File: src/sv/tcca_pkg.sv
// Package for the two-class chunk allocator: payload structs, status codes,
// controller states and the reset contents of the link memory.
// No dependencies; every other file of the block uses it.
package tcca_pkg;

  localparam int HANDLES  = 32;
  localparam int HANDLE_W = 5;

  localparam logic [15:0] SMALL_LIMIT_RST = 16'd64;
  localparam logic [15:0] LARGE_LIMIT_RST = 16'd128;

  localparam logic CFG_SMALL_LIMIT = 1'b0;
  localparam logic CFG_LARGE_LIMIT = 1'b1;

  localparam logic OP_ALLOC = 1'b0;
  localparam logic OP_FREE  = 1'b1;

  localparam logic [2:0] ST_ALLOCATED = 3'd0;
  localparam logic [2:0] ST_FREED     = 3'd1;
  localparam logic [2:0] ST_NO_SMALL  = 3'd2;
  localparam logic [2:0] ST_NO_LARGE  = 3'd3;
  localparam logic [2:0] ST_SIZE_ERR  = 3'd4;

  typedef logic [HANDLE_W-1:0] handle_t;

  typedef struct packed {
    logic        operation;
    logic [31:0] req_size;
    handle_t     chunk_handle;
  } cmd_t;

  typedef struct packed {
    handle_t    granted_handle;
    logic [2:0] status;
  } result_t;

  typedef enum logic [1:0] {
    S_IDLE,
    S_READ,
    S_LINK
  } state_t;

  // Link of one entry right after reset: the small stack chains downward,
  // the large queue chains upward, and each list ends in a self-link.
  function automatic handle_t reset_link(handle_t idx, int s_end, int l_end);
    int i;
    handle_t link;
    i = int'(idx);
    if (i < s_end) begin
      link = (i == 0) ? '0 : HANDLE_W'(i - 1);
    end else if (i < l_end) begin
      link = (i + 1 < l_end) ? HANDLE_W'(i + 1) : idx;
    end else begin
      link = '0;
    end
    return link;
  endfunction

endpackage

File: src/sv/two_class_chunk_allocator_unit.sv
// Two-class chunk allocator: LIFO stack of small handles, FIFO queue of large.
// An allocate that pops a list reads the link memory and strobes done from the read state;
// a small free, a large free into an empty queue and any error strobe done from idle;
// a large free into a non-empty queue passes through the link state (two writes to the link memory).
// No new transaction is taken while busy in the read or link state, since the link memory has a
// single write port and a registered read. Synchronous reset rebuilds the lists at once.
module two_class_chunk_allocator_unit #(
  parameter int SMALL_COUNT = 16,
  parameter int LARGE_COUNT = 16
) (
  input  logic              clk,
  input  logic              rst,
  input  logic              start,
  output logic              busy,
  input  tcca_pkg::cmd_t    cmd,
  output logic              done,
  output tcca_pkg::result_t result,
  input  logic              cfg_valid,
  output logic              cfg_ready,
  input  logic              cfg_index,
  input  logic [15:0]       cfg_data
);

  localparam int SEnd = (SMALL_COUNT > tcca_pkg::HANDLES) ? tcca_pkg::HANDLES : SMALL_COUNT;
  localparam int LSum = SMALL_COUNT + LARGE_COUNT;
  localparam int LEnd = (LSum > tcca_pkg::HANDLES) ? tcca_pkg::HANDLES : LSum;
  localparam bit SmallEmptyRst = (SEnd == 0);
  localparam bit LargeEmptyRst = (LEnd <= SEnd);

  tcca_pkg::state_t state, state_next;
  tcca_pkg::handle_t small_top, small_top_next;
  logic small_empty, small_empty_next;
  tcca_pkg::handle_t large_head, large_head_next;
  tcca_pkg::handle_t large_tail, large_tail_next;
  logic large_empty, large_empty_next;
  logic [15:0] small_limit, large_limit;
  logic done_next;
  tcca_pkg::result_t result_next;
  tcca_pkg::handle_t pend_h, pend_h_next;
  logic pend_large, pend_large_next;

  logic mem_we, mem_re;
  tcca_pkg::handle_t mem_wa, mem_wd, mem_ra, rd_data;
  logic is_small_handle;

  tcca_link_mem #(
    .S_END(SEnd),
    .L_END(LEnd)
  ) u_link_mem (
    .clk    (clk),
    .rst    (rst),
    .wr_en  (mem_we),
    .wr_addr(mem_wa),
    .wr_data(mem_wd),
    .rd_en  (mem_re),
    .rd_addr(mem_ra),
    .rd_data(rd_data)
  );

  assign busy      = (state != tcca_pkg::S_IDLE);
  assign cfg_ready = 1'b1;
  assign is_small_handle = (32'(cmd.chunk_handle) < SMALL_COUNT);

  always_ff @(posedge clk) begin
    if (rst) begin
      state       <= tcca_pkg::S_IDLE;
      small_top   <= SmallEmptyRst ? '0 : tcca_pkg::HANDLE_W'(SEnd - 1);
      small_empty <= SmallEmptyRst;
      large_head  <= LargeEmptyRst ? '0 : tcca_pkg::HANDLE_W'(SEnd);
      large_tail  <= LargeEmptyRst ? '0 : tcca_pkg::HANDLE_W'(LEnd - 1);
      large_empty <= LargeEmptyRst;
      small_limit <= tcca_pkg::SMALL_LIMIT_RST;
      large_limit <= tcca_pkg::LARGE_LIMIT_RST;
      done        <= 1'b0;
      pend_large  <= 1'b0;
    end else begin
      state       <= state_next;
      small_top   <= small_top_next;
      small_empty <= small_empty_next;
      large_head  <= large_head_next;
      large_tail  <= large_tail_next;
      large_empty <= large_empty_next;
      done        <= done_next;
      pend_large  <= pend_large_next;
      if (cfg_valid && cfg_ready) begin
        case (cfg_index)
          tcca_pkg::CFG_SMALL_LIMIT: small_limit <= cfg_data;
          tcca_pkg::CFG_LARGE_LIMIT: large_limit <= cfg_data;
          default: ;
        endcase
      end
    end
  end

  always_ff @(posedge clk) begin
    result <= result_next;
    pend_h <= pend_h_next;
  end

  always_comb begin
    state_next       = state;
    small_top_next   = small_top;
    small_empty_next = small_empty;
    large_head_next  = large_head;
    large_tail_next  = large_tail;
    large_empty_next = large_empty;
    done_next        = 1'b0;
    result_next      = result;
    pend_h_next      = pend_h;
    pend_large_next  = pend_large;
    mem_we = 1'b0;
    mem_wa = '0;
    mem_wd = '0;
    mem_re = 1'b0;
    mem_ra = '0;

    case (state)
      tcca_pkg::S_IDLE: begin
        if (start) begin
          if (cmd.operation == tcca_pkg::OP_FREE) begin
            if (is_small_handle) begin
              mem_we = 1'b1;
              mem_wa = cmd.chunk_handle;
              mem_wd = small_empty ? cmd.chunk_handle : small_top;
              small_top_next   = cmd.chunk_handle;
              small_empty_next = 1'b0;
              done_next   = 1'b1;
              result_next = '{granted_handle: '0, status: tcca_pkg::ST_FREED};
            end else if (large_empty) begin
              mem_we = 1'b1;
              mem_wa = cmd.chunk_handle;
              mem_wd = cmd.chunk_handle;
              large_head_next  = cmd.chunk_handle;
              large_tail_next  = cmd.chunk_handle;
              large_empty_next = 1'b0;
              done_next   = 1'b1;
              result_next = '{granted_handle: '0, status: tcca_pkg::ST_FREED};
            end else begin
              // Link the old tail now; the new tail's self-link follows.
              mem_we = 1'b1;
              mem_wa = large_tail;
              mem_wd = cmd.chunk_handle;
              pend_h_next = cmd.chunk_handle;
              state_next  = tcca_pkg::S_LINK;
            end
          end else if (cmd.req_size <= {16'b0, small_limit}) begin
            if (small_empty) begin
              done_next   = 1'b1;
              result_next = '{granted_handle: '0, status: tcca_pkg::ST_NO_SMALL};
            end else begin
              mem_re = 1'b1;
              mem_ra = small_top;
              pend_h_next     = small_top;
              pend_large_next = 1'b0;
              state_next      = tcca_pkg::S_READ;
            end
          end else if (cmd.req_size[15:0] < large_limit) begin
            if (large_empty) begin
              done_next   = 1'b1;
              result_next = '{granted_handle: '0, status: tcca_pkg::ST_NO_LARGE};
            end else begin
              mem_re = 1'b1;
              mem_ra = large_head;
              pend_h_next     = large_head;
              pend_large_next = 1'b1;
              state_next      = tcca_pkg::S_READ;
            end
          end else begin
            done_next   = 1'b1;
            result_next = '{granted_handle: '0, status: tcca_pkg::ST_SIZE_ERR};
          end
        end
      end

      tcca_pkg::S_READ: begin
        done_next   = 1'b1;
        result_next = '{granted_handle: pend_h, status: tcca_pkg::ST_ALLOCATED};
        if (!pend_large) begin
          // A self-linked top is the bottom of the stack.
          if (rd_data == pend_h) begin
            small_empty_next = 1'b1;
          end else begin
            small_top_next = rd_data;
          end
        end else begin
          if (pend_h == large_tail) begin
            large_empty_next = 1'b1;
          end else begin
            large_head_next = rd_data;
          end
        end
        state_next = tcca_pkg::S_IDLE;
      end

      tcca_pkg::S_LINK: begin
        mem_we = 1'b1;
        mem_wa = pend_h;
        mem_wd = pend_h;
        large_tail_next = pend_h;
        done_next   = 1'b1;
        result_next = '{granted_handle: '0, status: tcca_pkg::ST_FREED};
        state_next  = tcca_pkg::S_IDLE;
      end

      default: begin
        state_next = tcca_pkg::S_IDLE;
      end
    endcase
  end

endmodule

File: src/sv/tcca_link_mem.sv
// Link memory of the allocator: one write port, one registered read port.
// Entries never written since reset read as their reset links via valid bits.
// Depends on tcca_pkg.
module tcca_link_mem #(
  parameter int S_END = 16,
  parameter int L_END = 32
) (
  input  logic             clk,
  input  logic             rst,
  input  logic             wr_en,
  input  tcca_pkg::handle_t wr_addr,
  input  tcca_pkg::handle_t wr_data,
  input  logic             rd_en,
  input  tcca_pkg::handle_t rd_addr,
  output tcca_pkg::handle_t rd_data
);

  tcca_pkg::handle_t mem [tcca_pkg::HANDLES];
  logic [tcca_pkg::HANDLES-1:0] valid;
  tcca_pkg::handle_t rd_q;
  tcca_pkg::handle_t rd_rst_q;
  logic rd_valid_q;

  always_ff @(posedge clk) begin
    if (wr_en) begin
      mem[wr_addr] <= wr_data;
    end
    if (rd_en) begin
      rd_q     <= mem[rd_addr];
      rd_rst_q <= tcca_pkg::reset_link(rd_addr, S_END, L_END);
    end
  end

  always_ff @(posedge clk) begin
    if (rst) begin
      valid      <= '0;
      rd_valid_q <= 1'b0;
    end else begin
      if (wr_en) begin
        valid[wr_addr] <= 1'b1;
      end
      if (rd_en) begin
        rd_valid_q <= valid[rd_addr];
      end
    end
  end

  assign rd_data = rd_valid_q ? rd_q : rd_rst_q;

endmodule

File: config.mk
export PLATFORM = sky130hd
export DESIGN_NAME = two_class_chunk_allocator_unit
export DESIGN_NICKNAME = d
export VERILOG_FILES = /design/src/sv/tcca_pkg.sv /design/src/sv/two_class_chunk_allocator_unit.sv /design/src/sv/tcca_link_mem.sv
export SDC_FILE = /design/constraint.sdc
export NUM_CORES = 1
export LEC_CHECK = 0
export BUFFER_PORTS_ARGS = -buffer_cell sky130_fd_sc_hd__buf_2
export CAP_MARGIN = 40
export CORE_UTILIZATION = 58
export DETAILED_ROUTE_END_ITERATION = 10
export PLACE_DENSITY = 0.87
export SETUP_SLACK_MARGIN = 0.4
export SKIP_CTS_REPAIR_TIMING = 1
export SYNTH_ARGS = -nofsm -noshare
export SYNTH_HDL_FRONTEND = slang
export SYNTH_SLANG_ARGS = --single-unit
export TNS_END_PERCENT = 10
File: constraint.sdc
create_clock -name clk -period 5.6 [get_ports clk]
set_clock_uncertainty 0.05 [all_clocks]
set_input_delay 0.28 -clock clk [delete_from_list [all_inputs] [get_ports clk]]
set_output_delay 0.28 -clock clk [all_outputs]
set_load 0.005 [all_outputs]
==> results.toml <==
[synth]
post_synth_xor_area_fraction_pct = 0.7702
synth_top_family_by_area = "simple AND/OR/NAND/NOR gates"
netlist_top_cells_count = "edfxtp_1 (183), nand2_1 (182), nor2_1 (153)"
synth_mux_area_share_pct = 4.221
syn_avg_cell_area_um2 = 10.54
dominantRegCellSynth = "edfxtp_1"
synth_warnings = 0
yosys.area_share.adder_pct = 3.701
yosysMostFrequentCell = "edfxtp_1"
ys_top_cells_by_area = "edfxtp_1 (44%), dfxtp_1 (14%), nand2_1 (5.5%)"
ys_seq_elements = 269
synth.largest_area_cell = "edfxtp_1"
synthesis.nets = 1283
syn_inst = 1187
synthArstFlopShare_pct = 0
synth_area_um2 = 12510
yosysSeqAreaShare_pct = 57.70
synth_top_area_share_pct = 43.93
synth.distinct_cells = 72
yosys.area_share.simple_pct = 17.59
synth_edf_count = 183
synth_compound_area_share_pct = 11.72

[floorplanning]
core_area_um2 = 21090
rows = 53
pin_count = 70
fp.dieH_um = 148.9
initial_core_util_pct = 59.32
die_x_um = 148.9
die_area_um2 = 22160

[setup_path]
worstPathCellList = "inv_1, ha_1, a21o_1, a221oi_1, o21ai_0, a21oi_1, nand3_1, mux2i_2, buf_4, nand2_1, and3_1, a311oi_1, o32ai_1, nor3_1"
worstPathArrival_ns = 4.81
crit_buf_inv = 2
start_kind = "register"
crit_type = "reg -> reg"
max_stage_delay_ns = 0.78
crit_slowest_cell = "mux2i_2"
crit_family = "compound AO/OA/AOI/OAI gates"
cp.required_ns = 5.90
critPathMaxFanout = 16
crit_path_end_kind = "register"

[clock_network]
numClockSinks = 269
numCtsBuffers = 27
cts_tree = "built"
clkLatencyLatePin_ns = 0.55
clkTransAtPathRegs_ns = 0.06
cts.htree.levels = 1
cts_buffer_depth = 3
cts_root_buffer = "clkbuf_16"

[drt]
route.detailed.wl_per_inst_um = 21.01
wirelength_mm = 32.42
drtAntennaViolNets = 0
viasPerCell = 6.322
dr.first_iter.drc_count = 1314
drc_errors = 0
num_vias = 9755
firstDrtPassIters = 8

[power_and_ir_drop]
p_clk_share_pct = 41.3
p_leak_nw = 5.053
p_per_area_nw_per_um2 = 307.5
p_switching_uw = 990.5
internal_power_mw = 3.328
total_power_mw = 4.318
ir_worst_vdd_v = 0.0001942
switching_share_pct = 22.94
pwr-share-seq_pct = 51.0
combPwrFrac_pct = 7.7

[global_routing]
track_usage_pct = 29.39
antenna_found_initial = 0
grt-ovfl-total = 0
grt_pass1_vias = 9385
grt_pass1_wl_mm = 50.26
grt_max_degree = 52

[placed_design]
gp_congestion = 0.8982
portBuffers = 68
dpl_worst_slack_ns = 1.259
dpl.hpwl_mm = 20.98

[cells_and_area]
final_util_pct = 66.60
drive_gt1_share_pct = 12.15
syn_to_final_growth_pct = 12.27
diodes = 0
nets = 1343

[sta]
rsz0062_at_grt = "false"
finalSetupViolCount = 0
tightestPinTransition_ns = 0.9440
layout_min_cycle_time_ns = 4.512
hold_viol_final = 0
holdWs_ns = 0.07714
final.setup.worst_slack_ns = 1.088
fin_tns_setup_ns = 0
max_slew_margin_pct = 35.82
slew_viol_final = 0
min_period_over_period_pct = 80.56
max_freq_mhz = 221.6

[min_path]
hp-class = "in -> reg"

[flow_run]
drv_cap = 0

[outcome]
status = "completed"
power groups by stage:
stage	clock network [mW]	registers, mW	logic [mW]
after global routing	1.86	2.20	0.360
after global placement	0	2.24	0.300
after detailed placement	0	2.24	0.312
after CTS	1.79	2.20	0.316
final	1.78	2.20	0.334
after floorplan	0	2.24	0.189
flip-flops by register name, summed over array words and instances (netlist names):
signal / flops
done: 1
large_limit: 16
large_head: 5
u_link_mem.valid: 32
pend_large: 1
u_link_mem.rd_rst_q: 5
u_link_mem.mem: 160
small_limit: 16
large_tail: 5
pend_h: 5
small_empty: 1
u_link_mem.rd_q: 5
u_link_mem.rd_valid_q: 1
result: 8
state: 2
large_empty: 1
small_top: 5
worst register-to-register path, cell delays in order (launching register included):
cell and delay (ns):
dfxtp_1 0.34, inv_1 0.05, ha_1 0.29, a21o_1 0.19, a221oi_1 0.33, o21ai_0 0.23
a21oi_1 0.45, nand3_1 0.20, mux2i_2 0.78, buf_4 0.36, nand2_1 0.08, and3_1 0.16
a311oi_1 0.34, o32ai_1 0.21, nor3_1 0.28
logic make-up after synthesis:
kind of cell,after synthesis
other,1
flip-flops,269
adder cells (fa/ha/maj),37
multiplexers,48
XOR/XNOR,11
buffers and inverters,110
AO/OA/AOI/OAI,223
AND/OR/NAND/NOR,488
routing by layer:
metal / track usage, % / part of all wire, %
met1: 39.14 / 39
met2: 48.20 / 48
met3: 5.229 / 10
met4: 10.92 / 3.1
met5: 0 / 0
final timing paths:
kind                  startpoint                 end  slack, ns  cells past startpoint
setup / recovery  large_limit[5]  u_link_mem.rd_q[1]       1.09                     14
hold reg to reg   small_limit[3]      small_limit[3]       0.41                      2
hold / removal            cmd[0]           pend_h[0]       0.08                      3
setup reg to reg  large_limit[5]  u_link_mem.rd_q[1]       1.09                     14
metrics by stage:
step | instances | area, um2
floorplan | 1187 | 12510
global placement | 1475 | 12970
detailed placement | 1477 | 13020
CTS | 1527 | 13880
global route | 1543 | 14040
finish | 1543 | 14040
layout make-up:
| class | count | area (um2) |
|---|---|---|
| Inverter | 39 | 146.4 |
| Clock buffer | 41 | 768.2 |
| Multi-Input combinational cell | 808 | 4800 |
| Clock inverter | 9 | 100.1 |
| Sequential cell | 269 | 7217 |
| Tap cell | 275 | 344.1 |
| Timing Repair Buffer | 102 | 668.1 |
| Fill cell | 1522 | 7044 |
cell usage in the layout (no fill, tap or decap), drive strengths merged, types with 3 or more instances in the layout:
| master | n |
|---|---|
| ha | 37 |
| xnor2 | 6 |
| dfxtp | 86 |
| a311oi | 16 |
| nor4 | 10 |
| mux2 | 6 |
| a31oi | 4 |
| a21o | 5 |
| xor2 | 5 |
| clkinv | 5 |
| nor2b | 14 |
| nand3 | 19 |
| clkbuf | 41 |
| nor3 | 35 |
| and3 | 14 |
| a21oi | 70 |
| and2 | 6 |
| mux2i | 40 |
| inv | 40 |
| o21a | 7 |
| o21ai | 47 |
| a32oi | 3 |
| o32ai | 3 |
| a41oi | 3 |
| edfxtp | 183 |
| nor2 | 156 |
| a221o | 4 |
| or3 | 29 |
| dlygate4sd3 | 16 |
| a211o | 8 |
| o311ai | 7 |
| o2111ai | 3 |
| buf | 86 |
| a211oi | 6 |
| nand2b | 7 |
| nand4 | 6 |
| o211ai | 22 |
| nand2 | 183 |
Power figures use the tool's default switching activity.
